$ cat src/hdl/ksm_pkg.sv
// ----------------------------------------------------------------------------
// ksm_pkg
// Shared constants, codes and types of the streaming KMP matcher.
// ----------------------------------------------------------------------------
`default_nettype none

package ksm_pkg;

  localparam int MaxPattern = 64;
  localparam int AddrW      = $clog2(MaxPattern);
  localparam int CountW     = $clog2(MaxPattern + 1);
  localparam int PosBits    = 32;
  localparam int MatchPosW  = 32;
  localparam int ByteW      = 8;
  localparam int CmdW       = 2;
  localparam int StatusW    = 3;

  typedef enum logic [CmdW-1:0] {
    CMD_APPEND = 2'd0,
    CMD_TEXT   = 2'd1,
    CMD_CLEAR  = 2'd2
  } cmd_e;

  typedef enum logic [StatusW-1:0] {
    STAT_OK      = 3'd0,
    STAT_MATCH   = 3'd1,
    STAT_EARLIER = 3'd2,
    STAT_FULL    = 3'd3,
    STAT_NOPAT   = 3'd4,
    STAT_CLEARED = 3'd5
  } status_e;

  // text position bookkeeping: saturated next position and match start
  typedef struct packed {
    logic [PosBits-1:0] next;
    logic [PosBits-1:0] start;
  } pos_res_t;

endpackage

`default_nettype wire

$ cat src/hdl/ksm_if.sv
// ----------------------------------------------------------------------------
// ksm_if
// Valid/ready channels of the matcher: command words in, result words out.
// ----------------------------------------------------------------------------
`default_nettype none

interface ksm_in_if;
  logic                        valid;
  logic                        ready;
  logic [ksm_pkg::CmdW-1:0]    command;
  logic [ksm_pkg::ByteW-1:0]   byte_value;

  modport source (output valid, output command, output byte_value, input ready);
  modport sink   (input valid, input command, input byte_value, output ready);
endinterface

interface ksm_out_if;
  logic                          valid;
  logic                          ready;
  logic [ksm_pkg::StatusW-1:0]   status;
  logic [ksm_pkg::MatchPosW-1:0] match_position;
  logic [ksm_pkg::CountW-1:0]    loaded_length;

  modport source (output valid, output status, output match_position,
                  output loaded_length, input ready);
  modport sink   (input valid, input status, input match_position,
                  input loaded_length, output ready);
endinterface

`default_nettype wire

$ cat src/hdl/kmp_stream_matcher.sv
// Flow: an accepted command word is registered together with its pattern and
// failure memory read; each failure-table fallback step reads them again.
// A new command word is not taken until the run ends and its result word is
// registered; fallback steps per word are at most the loaded length minus one.
// Reset: control, counters and position clear asynchronously; pattern and
// failure memories are not cleared, only entries below the loaded count are read.
// ----------------------------------------------------------------------------
// kmp_stream_matcher
// Streaming Knuth-Morris-Pratt matcher with incremental failure-table build.
// ----------------------------------------------------------------------------
`default_nettype none

module kmp_stream_matcher (
  input  wire logic       clk_i,
  input  wire logic       rst_ni,
  ksm_in_if.sink          cmd_i,
  ksm_out_if.source       rsp_o
);

  localparam logic S_IDLE = 1'b0;
  localparam logic S_RUN  = 1'b1;

  localparam logic [ksm_pkg::CountW-1:0] CountMax = ksm_pkg::CountW'(ksm_pkg::MaxPattern);

  logic                           state_q, state_d;
  logic [ksm_pkg::CmdW-1:0]       cmd_q, cmd_d;
  logic [ksm_pkg::ByteW-1:0]      byte_q, byte_d;
  logic [ksm_pkg::AddrW-1:0]      j_q, j_d;
  logic [ksm_pkg::CountW-1:0]     count_q, count_d;
  logic [ksm_pkg::AddrW-1:0]      bpl_q, bpl_d;
  logic [ksm_pkg::CountW-1:0]     mp_q, mp_d;
  logic [ksm_pkg::PosBits-1:0]    tp_q, tp_d;
  logic                           found_q, found_d;
  logic [ksm_pkg::PosBits-1:0]    fpos_q, fpos_d;
  logic                           out_valid_q, out_valid_d;
  logic [ksm_pkg::StatusW-1:0]    out_status_q, out_status_d;
  logic [ksm_pkg::MatchPosW-1:0]  out_pos_q, out_pos_d;
  logic [ksm_pkg::CountW-1:0]     out_len_q, out_len_d;

  logic                           accept;
  logic [ksm_pkg::AddrW-1:0]      j0;
  logic [ksm_pkg::AddrW-1:0]      rd_j;
  logic [ksm_pkg::ByteW-1:0]      p_rdata;
  logic [ksm_pkg::AddrW-1:0]      f_rdata;
  logic                           hit;
  logic                           searching;
  logic                           step;
  logic                           out_free;
  logic                           finish;
  logic [ksm_pkg::CountW-1:0]     jf;
  logic                           mem_we;
  logic [ksm_pkg::AddrW-1:0]      f_wdata;
  ksm_pkg::pos_res_t              pos_res;

  assign cmd_i.ready = (state_q == S_IDLE);
  assign accept      = cmd_i.valid && cmd_i.ready;

  // starting prefix length for the fallback walk
  always_comb begin
    if (cmd_i.command == ksm_pkg::CMD_APPEND) begin
      j0 = bpl_q;
    end else if (mp_q >= count_q) begin
      j0 = '0;
    end else begin
      j0 = mp_q[ksm_pkg::AddrW-1:0];
    end
  end

  assign hit = (p_rdata == byte_q);

  assign searching =
      ((cmd_q == ksm_pkg::CMD_APPEND) && (count_q != '0) && (count_q != CountMax)) ||
      ((cmd_q == ksm_pkg::CMD_TEXT) && (count_q != '0) && !found_q);

  assign step     = (state_q == S_RUN) && searching && (j_q != '0) && !hit;
  assign out_free = !out_valid_q || rsp_o.ready;
  assign finish   = (state_q == S_RUN) && !step && out_free;
  assign jf       = ksm_pkg::CountW'(j_q) + ksm_pkg::CountW'(hit);

  // hold the address while stalled so the read data stays put
  always_comb begin
    if (state_q == S_IDLE) begin
      rd_j = j0;
    end else if (step) begin
      rd_j = f_rdata;
    end else begin
      rd_j = j_q;
    end
  end

  ksm_ram #(
    .Width (ksm_pkg::ByteW),
    .Depth (ksm_pkg::MaxPattern)
  ) u_pattern_ram (
    .clk_i   (clk_i),
    .we_i    (mem_we),
    .waddr_i (count_q[ksm_pkg::AddrW-1:0]),
    .wdata_i (byte_q),
    .raddr_i (rd_j),
    .rdata_o (p_rdata)
  );

  ksm_ram #(
    .Width (ksm_pkg::AddrW),
    .Depth (ksm_pkg::MaxPattern)
  ) u_failure_ram (
    .clk_i   (clk_i),
    .we_i    (mem_we),
    .waddr_i (count_q[ksm_pkg::AddrW-1:0]),
    .wdata_i (f_wdata),
    .raddr_i (rd_j - ksm_pkg::AddrW'(1)),
    .rdata_o (f_rdata)
  );

  ksm_pos u_pos (
    .pos_i   (tp_q),
    .count_i (count_q),
    .res_o   (pos_res)
  );

  assign mem_we  = finish && (cmd_q == ksm_pkg::CMD_APPEND) && (count_q != CountMax);
  assign f_wdata = (count_q == '0) ? '0 : jf[ksm_pkg::AddrW-1:0];

  always_comb begin
    state_d      = state_q;
    cmd_d        = cmd_q;
    byte_d       = byte_q;
    j_d          = j_q;
    count_d      = count_q;
    bpl_d        = bpl_q;
    mp_d         = mp_q;
    tp_d         = tp_q;
    found_d      = found_q;
    fpos_d       = fpos_q;
    out_valid_d  = out_valid_q;
    out_status_d = out_status_q;
    out_pos_d    = out_pos_q;
    out_len_d    = out_len_q;

    if (rsp_o.valid && rsp_o.ready) begin
      out_valid_d = 1'b0;
    end

    if (accept) begin
      state_d = S_RUN;
      cmd_d   = cmd_i.command;
      byte_d  = cmd_i.byte_value;
      j_d     = j0;
    end

    if (step) begin
      j_d = f_rdata;
    end

    if (finish) begin
      state_d      = S_IDLE;
      out_valid_d  = 1'b1;
      out_status_d = ksm_pkg::STAT_OK;
      out_pos_d    = '0;
      case (cmd_q)
        ksm_pkg::CMD_APPEND: begin
          if (count_q == CountMax) begin
            out_status_d = ksm_pkg::STAT_FULL;
          end else begin
            bpl_d   = f_wdata;
            count_d = count_q + ksm_pkg::CountW'(1);
          end
        end
        ksm_pkg::CMD_TEXT: begin
          if (count_q == '0) begin
            out_status_d = ksm_pkg::STAT_NOPAT;
          end else if (found_q) begin
            tp_d         = pos_res.next;
            out_status_d = ksm_pkg::STAT_EARLIER;
            out_pos_d    = ksm_pkg::MatchPosW'(fpos_q);
          end else begin
            mp_d = jf;
            tp_d = pos_res.next;
            if (jf == count_q) begin
              found_d      = 1'b1;
              fpos_d       = pos_res.start;
              out_status_d = ksm_pkg::STAT_MATCH;
              out_pos_d    = ksm_pkg::MatchPosW'(pos_res.start);
            end
          end
        end
        ksm_pkg::CMD_CLEAR: begin
          count_d      = '0;
          bpl_d        = '0;
          mp_d         = '0;
          tp_d         = '0;
          found_d      = 1'b0;
          fpos_d       = '0;
          out_status_d = ksm_pkg::STAT_CLEARED;
        end
        default: begin
          out_status_d = ksm_pkg::STAT_OK;
        end
      endcase
      out_len_d = count_d;
    end
  end

  always_ff @(posedge clk_i or negedge rst_ni) begin
    if (!rst_ni) begin
      state_q     <= S_IDLE;
      count_q     <= '0;
      bpl_q       <= '0;
      mp_q        <= '0;
      tp_q        <= '0;
      found_q     <= 1'b0;
      fpos_q      <= '0;
      out_valid_q <= 1'b0;
    end else begin
      state_q     <= state_d;
      count_q     <= count_d;
      bpl_q       <= bpl_d;
      mp_q        <= mp_d;
      tp_q        <= tp_d;
      found_q     <= found_d;
      fpos_q      <= fpos_d;
      out_valid_q <= out_valid_d;
    end
  end

  always_ff @(posedge clk_i) begin
    cmd_q        <= cmd_d;
    byte_q       <= byte_d;
    j_q          <= j_d;
    out_status_q <= out_status_d;
    out_pos_q    <= out_pos_d;
    out_len_q    <= out_len_d;
  end

  assign rsp_o.valid          = out_valid_q;
  assign rsp_o.status         = out_status_q;
  assign rsp_o.match_position = out_pos_q;
  assign rsp_o.loaded_length  = out_len_q;

`ifndef SYNTH
  // running prefix length is a proper prefix of the loaded pattern
  a_bpl_below_count: assert property (@(posedge clk_i) disable iff (!rst_ni)
    (count_q != '0) |-> (ksm_pkg::CountW'(bpl_q) < count_q))
    else $error("build prefix length not below pattern count");

  a_progress_bounded: assert property (@(posedge clk_i) disable iff (!rst_ni)
    mp_q <= count_q)
    else $error("match progress beyond pattern count");

  a_found_needs_pattern: assert property (@(posedge clk_i) disable iff (!rst_ni)
    found_q |-> (count_q != '0))
    else $error("match latched with empty pattern");

  // a result only appears at the end of a run
  a_result_from_run: assert property (@(posedge clk_i) disable iff (!rst_ni)
    $rose(out_valid_q) |-> $past(state_q == S_RUN))
    else $error("result word raised outside a run");
`endif

endmodule

`default_nettype wire

$ cat src/hdl/ksm_ram.sv
// ----------------------------------------------------------------------------
// ksm_ram
// Generic single-write, single-read RAM with registered read data.
// ----------------------------------------------------------------------------
`default_nettype none

module ksm_ram #(
  parameter int Width = 8,
  parameter int Depth = 64
) (
  input  wire logic                     clk_i,
  input  wire logic                     we_i,
  input  wire logic [$clog2(Depth)-1:0] waddr_i,
  input  wire logic [Width-1:0]         wdata_i,
  input  wire logic [$clog2(Depth)-1:0] raddr_i,
  output      logic [Width-1:0]         rdata_o
);

  logic [Width-1:0] mem_q [Depth];

  always_ff @(posedge clk_i) begin
    if (we_i) begin
      mem_q[waddr_i] <= wdata_i;
    end
    rdata_o <= mem_q[raddr_i];
  end

endmodule

`default_nettype wire

$ cat src/hdl/ksm_pos.sv
// ----------------------------------------------------------------------------
// ksm_pos
// Text position unit: saturating increment and start index of a match.
// ----------------------------------------------------------------------------
`default_nettype none

module ksm_pos (
  input  wire logic [ksm_pkg::PosBits-1:0] pos_i,
  input  wire logic [ksm_pkg::CountW-1:0]  count_i,
  output      ksm_pkg::pos_res_t           res_o
);

  localparam logic [ksm_pkg::PosBits-1:0] PosMax = '1;

  logic [ksm_pkg::PosBits:0] pos_inc;
  logic [ksm_pkg::PosBits:0] count_ext;
  logic [ksm_pkg::PosBits:0] diff;

  assign pos_inc   = {1'b0, pos_i} + (ksm_pkg::PosBits + 1)'(1);
  assign count_ext = (ksm_pkg::PosBits + 1)'(count_i);
  assign diff      = pos_inc - count_ext;

  assign res_o.next  = (pos_i == PosMax) ? pos_i : pos_inc[ksm_pkg::PosBits-1:0];
  // start below zero clamps to zero
  assign res_o.start = (pos_inc >= count_ext) ? diff[ksm_pkg::PosBits-1:0] : '0;

endmodule

`default_nettype wire

$ cat src/flat_wrapper.sv
// flat-port wrapper written by rule: the top's interface ports become plain ports
module kmp_stream_matcher_flat 
  (clk_i, rst_ni, cmd_i_valid, cmd_i_command, cmd_i_byte_value, cmd_i_ready, rsp_o_valid, rsp_o_status, rsp_o_match_position, rsp_o_loaded_length, rsp_o_ready);
  ksm_in_if cmd_i_i ();
  ksm_out_if rsp_o_i ();
  input  wire logic clk_i;
  input  wire logic rst_ni;
  input wire logic [$bits(cmd_i_i.valid)-1:0] cmd_i_valid;
  input wire logic [$bits(cmd_i_i.command)-1:0] cmd_i_command;
  input wire logic [$bits(cmd_i_i.byte_value)-1:0] cmd_i_byte_value;
  output wire logic [$bits(cmd_i_i.ready)-1:0] cmd_i_ready;
  output wire logic [$bits(rsp_o_i.valid)-1:0] rsp_o_valid;
  output wire logic [$bits(rsp_o_i.status)-1:0] rsp_o_status;
  output wire logic [$bits(rsp_o_i.match_position)-1:0] rsp_o_match_position;
  output wire logic [$bits(rsp_o_i.loaded_length)-1:0] rsp_o_loaded_length;
  input wire logic [$bits(rsp_o_i.ready)-1:0] rsp_o_ready;
  assign cmd_i_i.valid = cmd_i_valid;
  assign cmd_i_i.command = cmd_i_command;
  assign cmd_i_i.byte_value = cmd_i_byte_value;
  assign cmd_i_ready = cmd_i_i.ready;
  assign rsp_o_valid = rsp_o_i.valid;
  assign rsp_o_status = rsp_o_i.status;
  assign rsp_o_match_position = rsp_o_i.match_position;
  assign rsp_o_loaded_length = rsp_o_i.loaded_length;
  assign rsp_o_i.ready = rsp_o_ready;
  kmp_stream_matcher u_core (.clk_i(clk_i), .rst_ni(rst_ni), .cmd_i(cmd_i_i), .rsp_o(rsp_o_i));
endmodule
$ cat config.mk
export PLATFORM = sky130hd
export DESIGN_NAME = kmp_stream_matcher_flat
export DESIGN_NICKNAME = d
export VERILOG_FILES = /design/src/hdl/ksm_pkg.sv /design/src/hdl/ksm_if.sv /design/src/hdl/kmp_stream_matcher.sv /design/src/hdl/ksm_ram.sv /design/src/hdl/ksm_pos.sv /design/src/flat_wrapper.sv
export SDC_FILE = /design/constraint.sdc
export NUM_CORES = 1
export LEC_CHECK = 0
export BUFFER_PORTS_ARGS = -buffer_cell sky130_fd_sc_hd__buf_2
export CAP_MARGIN = 20
export CORE_ASPECT_RATIO = 1.4
export CORE_MARGIN = 5
export CORE_UTILIZATION = 29
export CTS_BUF_LIST = sky130_fd_sc_hd__clkbuf_16
export CTS_CLUSTER_DIAMETER = 100
export DETAILED_ROUTE_END_ITERATION = 8
export GPL_TIMING_DRIVEN = 0
export SYNTH_ARGS = -nofsm -noshare
export SYNTH_HDL_FRONTEND = slang
export SYNTH_SLANG_ARGS = --single-unit
$ cat constraint.sdc
create_clock -name clk_i -period 5.3 [get_ports clk_i]
set_input_delay 0.265 -clock clk_i [delete_from_list [all_inputs] [get_ports clk_i]]
set_output_delay 0.265 -clock clk_i [all_outputs]
set_load 0.03 [all_outputs]
== After elaboration in Yosys (flattened, before gate mapping) ==
Memories as Yosys holds them, arrays and structs flattened. A register that Yosys moved wholly into a read port is not among the register bits.
Index checks and enable logic that the tools add are counted.

* Memories: 2
* Logic and storage cells: 111
* Input bits: 14
* Output and inout bits: 44
* Bits in writable memories: 896
* Bits in registers: 145

{| class="wikitable"
|+ Memory list
! name !! words !! width !! read ports !! clocked after memory_dff !! wr ports !! RTL line !! text
|-
| u_core.u_pattern_ram.mem_q || 64 || 8 || 1 || 1 || 1 || ksm_ram.sv:19 || <nowiki>logic [Width-1:0] mem_q [Depth];</nowiki>
|-
| u_core.u_failure_ram.mem_q || 64 || 6 || 1 || 1 || 1 || ksm_ram.sv:19 ||
|}

* Magnitude comparators: 2
* Bitwise logic cells: 2
* Reduce and logical (&&, ||, !) cells: 35
* Multiplexer cells: 39
* Eq/ne operators: 12
* Add/subtract/negate cells: 5

{| class="wikitable"
|+ Operators by type and width
! operator !! number
|-
| $mux 32 || 8
|-
| $pmux 32 s2 || 2
|-
| $mux 6 || 8
|-
| $add 32x1->33 const B || 1
|-
| $ge 33x7->1 || 1
|-
| $eq 32x32->1 const B || 1
|-
| $sub 32x7->32 || 1
|-
| $pmux 7 s2 || 2
|-
| $mux 7 || 3
|-
| $logic_and 1x1->1 || 13
|-
| $pmux 6 s2 || 1
|-
| $mux 1 || 10
|-
| $ne 2x2->1 const B || 5
|-
| $reduce_bool 2->1 || 5
|-
| $pmux 3 s3 || 1
|-
| $eq 8x8->1 || 1
|-
| $reduce_and 4->1 || 2
|-
| $add 6x1->7 || 1
|-
| $add 7x1->7 const B || 1
|-
| $eq 7x7->1 || 1
|-
| $eq 7x7->1 const B || 1
|-
| $ge 7x7->1 || 1
|-
| $logic_not 7->1 || 1
|-
| $ne 7x7->1 const B || 1
|-
| other kinds (15) || 23
|}

== Logic depth before layout (Yosys ltp) ==
* Depth in word-level cells: 14
* Gate-level depth with buffers: 22
* Depth with buffers taken out: 15

== Hierarchy ==
A second synthesis with hierarchy kept.

* Cell total of the unflattened synthesis: 2,676
* Area total of the unflattened synthesis: 44,941.9 um^2

{| class="wikitable"
|+ By module, submodules not included
! module !! area each (um^2) !! cells each !! instances !! seq. area each (um^2)
|-
| ksm_ram at u_core.u_pattern_ram || 20,166.8 || 940 || 1 || 15,534.9
|-
| ksm_ram at u_core.u_failure_ram || 15,225.9 || 720 || 1 || 11,651.2
|-
| kmp_stream_matcher || 7,254.5 || 668 || 1 || 3,918.8
|-
| ksm_pos || 2,294.7 || 348 || 1 || 0.0
|}

== Worst setup path before layout ==
Ideal clock, no wire load.

* Kind: register to register
* Start: register u_core.byte_q[2] (netlist name)
* End: register u_core.u_failure_ram.rdata_o[0] (read register of u_core.u_failure_ram.mem_q)
* Data arrival time: 4.578 ns
* Setup slack: 0.602 ns
* Period minus slack after synthesis: 4.698 ns
* Path buffers: 5
* Cell stages (with the launch flop): 19
* Library setup time: 0.119 ns
* Required time: 5.181 ns
* Cell sequence: edfxtp_1 -> xor2_1 -> nor4_1 -> nand2_1 -> inv_1 -> o21ai_0 -> a31oi_1 -> inv_1 -> clkbuf_1 -> clkbuf_1 -> ha_1 -> clkbuf_1 -> clkbuf_1 -> clkbuf_1 -> mux4_2 -> mux2i_1 -> mux2i_1 -> a32oi_1 -> nand2_1

* Cells in the longest elaborated chain, start to end: 6

{| class="wikitable"
|+ RTL lines
! element !! RTL line !! text
|-
| from (decl) || kmp_stream_matcher.sv:27 || <nowiki>logic [ksm_pkg::ByteW-1:0] byte_q, byte_d;</nowiki>
|-
| from (signal assigned) || kmp_stream_matcher.sv:228 || <nowiki>byte_q <= byte_d;</nowiki>
|-
| $eq 8x8->1 || kmp_stream_matcher.sv:69 || <nowiki>assign hit = (p_rdata == byte_q);</nowiki>
|-
| $logic_not 1->1 || kmp_stream_matcher.sv:75 || <nowiki>assign step = (state_q == S_RUN) && searching && (j_q != '0) && !hit;</nowiki>
|-
| $logic_and 1x1->1 || kmp_stream_matcher.sv:75 ||
|-
| $mux 6 || kmp_stream_matcher.sv:84 || <nowiki>end else if (step) begin</nowiki>
|-
| $mux 6 || kmp_stream_matcher.sv:82 || <nowiki>if (state_q == S_IDLE) begin</nowiki>
|-
| $sub 6x1->6 || kmp_stream_matcher.sv:111 || <nowiki>.raddr_i (rd_j - ksm_pkg::AddrW'(1)),</nowiki>
|-
| to (decl) || ksm_ram.sv:16 || <nowiki>output logic [Width-1:0] rdata_o</nowiki>
|}

Every way passes these cells.
A chain may end at the register's enable or synchronous reset.

== Worst setup path after layout ==
* Start: register u_core.byte_q[2] (netlist name)
* End: register u_core.u_pattern_ram.rdata_o[3] (read register of u_core.u_pattern_ram.mem_q)

* Cells in the longest elaborated chain, start to end: 5

{| class="wikitable"
|+ RTL lines
! element !! RTL line
|-
| $eq 8x8->1 || kmp_stream_matcher.sv:69
|-
| $logic_not 1->1 || kmp_stream_matcher.sv:75
|-
| $logic_and 1x1->1 || kmp_stream_matcher.sv:75
|-
| $mux 6 || kmp_stream_matcher.sv:84
|-
| $mux 6 || kmp_stream_matcher.sv:82
|-
| to (decl) || ksm_ram.sv:16
|}

Every way passes these cells.

==> results.toml <==
[status]
status = "completed"

[synth]
synth_top_cell_by_area = "edfxtp_1"
synth.top_cells.by_area = "edfxtp_1, dfrtp_1, mux4_2, mux2i_1, nand2_1"
synth-edff-count = 954
syn_nets = 3000
synth_area_mm2 = 0.0440
seq_area_frac_synth_pct = 70.7
ys_types = 74
avgSynthCellArea_um2 = 14.9
synthFlopType = "edfxtp_1"
yosys_warnings = 0
post_synth_inst_count = 2961
synth.top_cell.area_share_pct = 65.2
ys_seq_elements = 1055
ys_async_sr_fraction_pct = 8.25

[clocking]
cts_tree = "yes"
clkTransAtPathRegs_ps = 70
cts_buffers = 102
cts.sink_count = 1055
clockBufferDepth = 3
clock-root-buffer = "clkbuf_16"
clk_latency_ps = 720
cts_max_level = 3

[global_route]
grt_max_degree = 54
track_usage_pct = 15.4
grt_overflow = 0
grt_antenna_before_repair = 4
first_global_vias = 27428
grt_pass1_wl_mm = 185

[setup_path]
reg2reg_from = "u_core.byte_q[2]$_DFFE_PP_"
crit_family = "buffers and inverters"
crit_cells = 20
reg2regPathDepth = 20
path_cells = "buf_16 > buf_16 > buf_16 > xor2_1 > nor4_2 > nand2_2 > buf_4 > buf_4 > nand3_1 > a31oi_4 > buf_12 > clkinvlp_4 > buf_4 > clkbuf_1 > clkbuf_1 > nand2_1 > nand3_1 > a21oi_1 > nor4_1 > or4_1"
cpPeakStageDelay_ps = 660
required_ps = 5950
cp.arrival_ps = 5760
cp_max_fo = 20
path_buf_inv = 10
crit_slowest_cell = "nor4_1"
r2r_end = "u_core.u_pattern_ram.rdata_o[3]$_DFF_P_"
rrSetupSlack_ps = 190
critPathKind = "flop to flop"
startpoint_type = "flop"
cp-end-kind = "flop"

[flow_run]
maxCapViolCount = 0

[pwr]
ir_drop_mv = 0.436
p_leak_uw = 0.0179
pwr_density_cell_mw_per_mm2 = 687
internal-power_uw = 21000
p_clk_share_pct = 21.2
seq_power_share_pct = 29.9
comb_power_share_pct = 48.9
sw_frac_of_total_pct = 42.1
power.net_switching_uw = 15200

[timing]
setup_violations = 0
rsz0062_at_grt = "false"
drv_slew = 0
fmax_mhz = 196
worstMarginPinSlew_ps = 1090
hold_viol = 0
fin_crit_ps = 5110
fin_crit_sh_pct = 96.5
max-slew-margin-rel_pct = 26.9
finClkSkew_ps = 39.3
hold_ws_ps = 80.8
setup_tns_ps = 0
layout_setup_ws_ps = 186

[cells_and_area]
drive_gt1_share_pct = 18.7
fin_cells = 5299
diodes = 0
layout.nets = 3283
fill_cells = 14223
syn2layout_area_growth_pct = 19.9

[floorplan]
rows = 169
die_area_mm2 = 0.160
core_mm2 = 0.151
die_w_um = 339
initial_core_util_pct = 29.1
die_h_um = 471
ios = 58

[routing]
ant_nets = 0
wl_per_cell_um = 23.9
drc = 0
via_count = 27180
wl_mm = 127
drt_iter0_markers = 2455
dr.pass1.iters = 6
vias_per_cell = 5.13

[placement]
dp_cells = 5079
place_congestion = 0.899
hpwl_mm = 89.9
io_buffers = 57
place_ws_ps = -2320

[hold_path]
hp-class = "input port to async pin"
flip-flops by register name, indices dropped and copies added (netlist names):
signal and cells:
u_core.tp_q 32, u_core.u_failure_ram.mem_q 384, u_core.u_failure_ram.rdata_o 6, u_core.rsp_o.match_position 32, u_core.rsp_o.status 3, u_core.j_q 6
u_core.rsp_o.valid 1, u_core.rsp_o.loaded_length 7, u_core.u_pattern_ram.rdata_o 8, u_core.bpl_q 6, u_core.cmd_q 2, u_core.u_pattern_ram.mem_q 512
u_core.mp_q 7, u_core.byte_q 8, u_core.count_q 7, u_core.found_q 1, u_core.state_q 1, u_core.fpos_q 32
metrics by stage:
stage          instance area [µm²]  utilization [%]  total power (µW)
6_report                     52700             34.9             36200
4_1_cts                      52700             34.9             36300
5_1_grt                      52700             34.9             37800
3_3_place_gp                 46700             30.9             27700
3_5_place_dp                 48800             32.3             28200
2_1_floorplan                44000                -             21600
metal layers:
metal	track usage, %	part of all wire, %
met4	7.76	5.4
met3	2.28	5.6
met1	17.4	36
met2	28.4	53
met5	0	0.024
cell families after synthesis:
| logic type | synth area share [%] |
|---|---|
| flip-flops | 70.7 |
| AND/OR/NAND/NOR | 9.17 |
| AO/OA/AOI/OAI | 6.84 |
| multiplexers | 8.99 |
| buffers and inverters | 2.12 |
| XOR/XNOR | 1.41 |
| adder cells (fa/ha/maj) | 0.728 |
area by class of cell:
type                       count  area [µm²]  share of cell area, %
clock buffer                 104        2600                   4.94
tap                         1966        2460                   4.67
clock inverter                89         947                   1.80
sequential                  1055       31100                   59.0
buffer                       169         823                   1.56
inverter                      38         146                  0.278
multi-input combinational   1695       12200                   23.2
timing repair buffer         183        2420                   4.59
what timing repair did:
| item | 4_1_cts | 5_1_grt |
|---|---|---|
| gates resized for setup | 36 | 9 |
| hold endpoints to repair | 99 | 0 |
| endpoints found under the setup margin | 68 | 32 |
| setup buffers | 18 | 0 |
| pin swaps | 4 | 0 |
| hold buffers | 13 | 0 |
layout by cell type, fill, tap and decap left out, types with 55 or more instances in the layout:
cell type and instances:
o221ai_1 64, nand3_1 189, a21oi_1 132, nand2_1 402, dfrtp_1 87, o21ai_0 76
buf_2 106, nor2_2 62, clkbuf_1 75, clkbuf_16 104, mux2i_1 170, edfxtp_1 954
nor2_1 63, a22o_1 55, mux4_2 96
power by group through the flow:
stage	registers, µW	logic, µW	clock network (µW)
finish	10800	17700	7670
global route	10900	18800	8130
CTS	10800	17700	7780
detailed placement	11000	17200	0
global placement	11400	16400	0
floorplan	11400	10300	0
Yosys cell counts, types with 55 or more instances:
cell type,instances
edfxtp_1,954
nand2_1,403
nand3_1,189
mux2i_1,170
a21oi_1,132
nor2_1,128
mux4_2,96
clkbuf_1,95
dfrtp_1,87
o21ai_0,76
o221ai_1,64
a22o_1,55
worst max path at each step:
| stage | from | endpoint | slack, ps |
|---|---|---|---|
| final | u_core.byte_q[2]$_DFFE_PP_ | u_core.u_pattern_ram.rdata_o[3]$_DFF_P_ | 190 |
| after global routing | u_core.byte_q[2]$_DFFE_PP_ | u_core.u_pattern_ram.mem_q[58][3]$_DFFE_PP_ | 4 |
| after CTS | u_core.byte_q[2]$_DFFE_PP_ | u_core.u_failure_ram.rdata_o[2]$_DFF_P_ | 40 |
| after detailed placement | u_core.byte_q[7]$_DFFE_PP_ | u_core.u_failure_ram.rdata_o[2]$_DFF_P_ | -2320 |
| after global placement | u_core.byte_q[2]$_DFFE_PP_ | u_core.u_failure_ram.rdata_o[2]$_DFF_P_ | -3380 |
| after floorplan | u_core.byte_q[2]$_DFFE_PP_ | u_core.u_failure_ram.rdata_o[0]$_DFF_P_ | 600 |
Power figures use the tool's default switching activity.
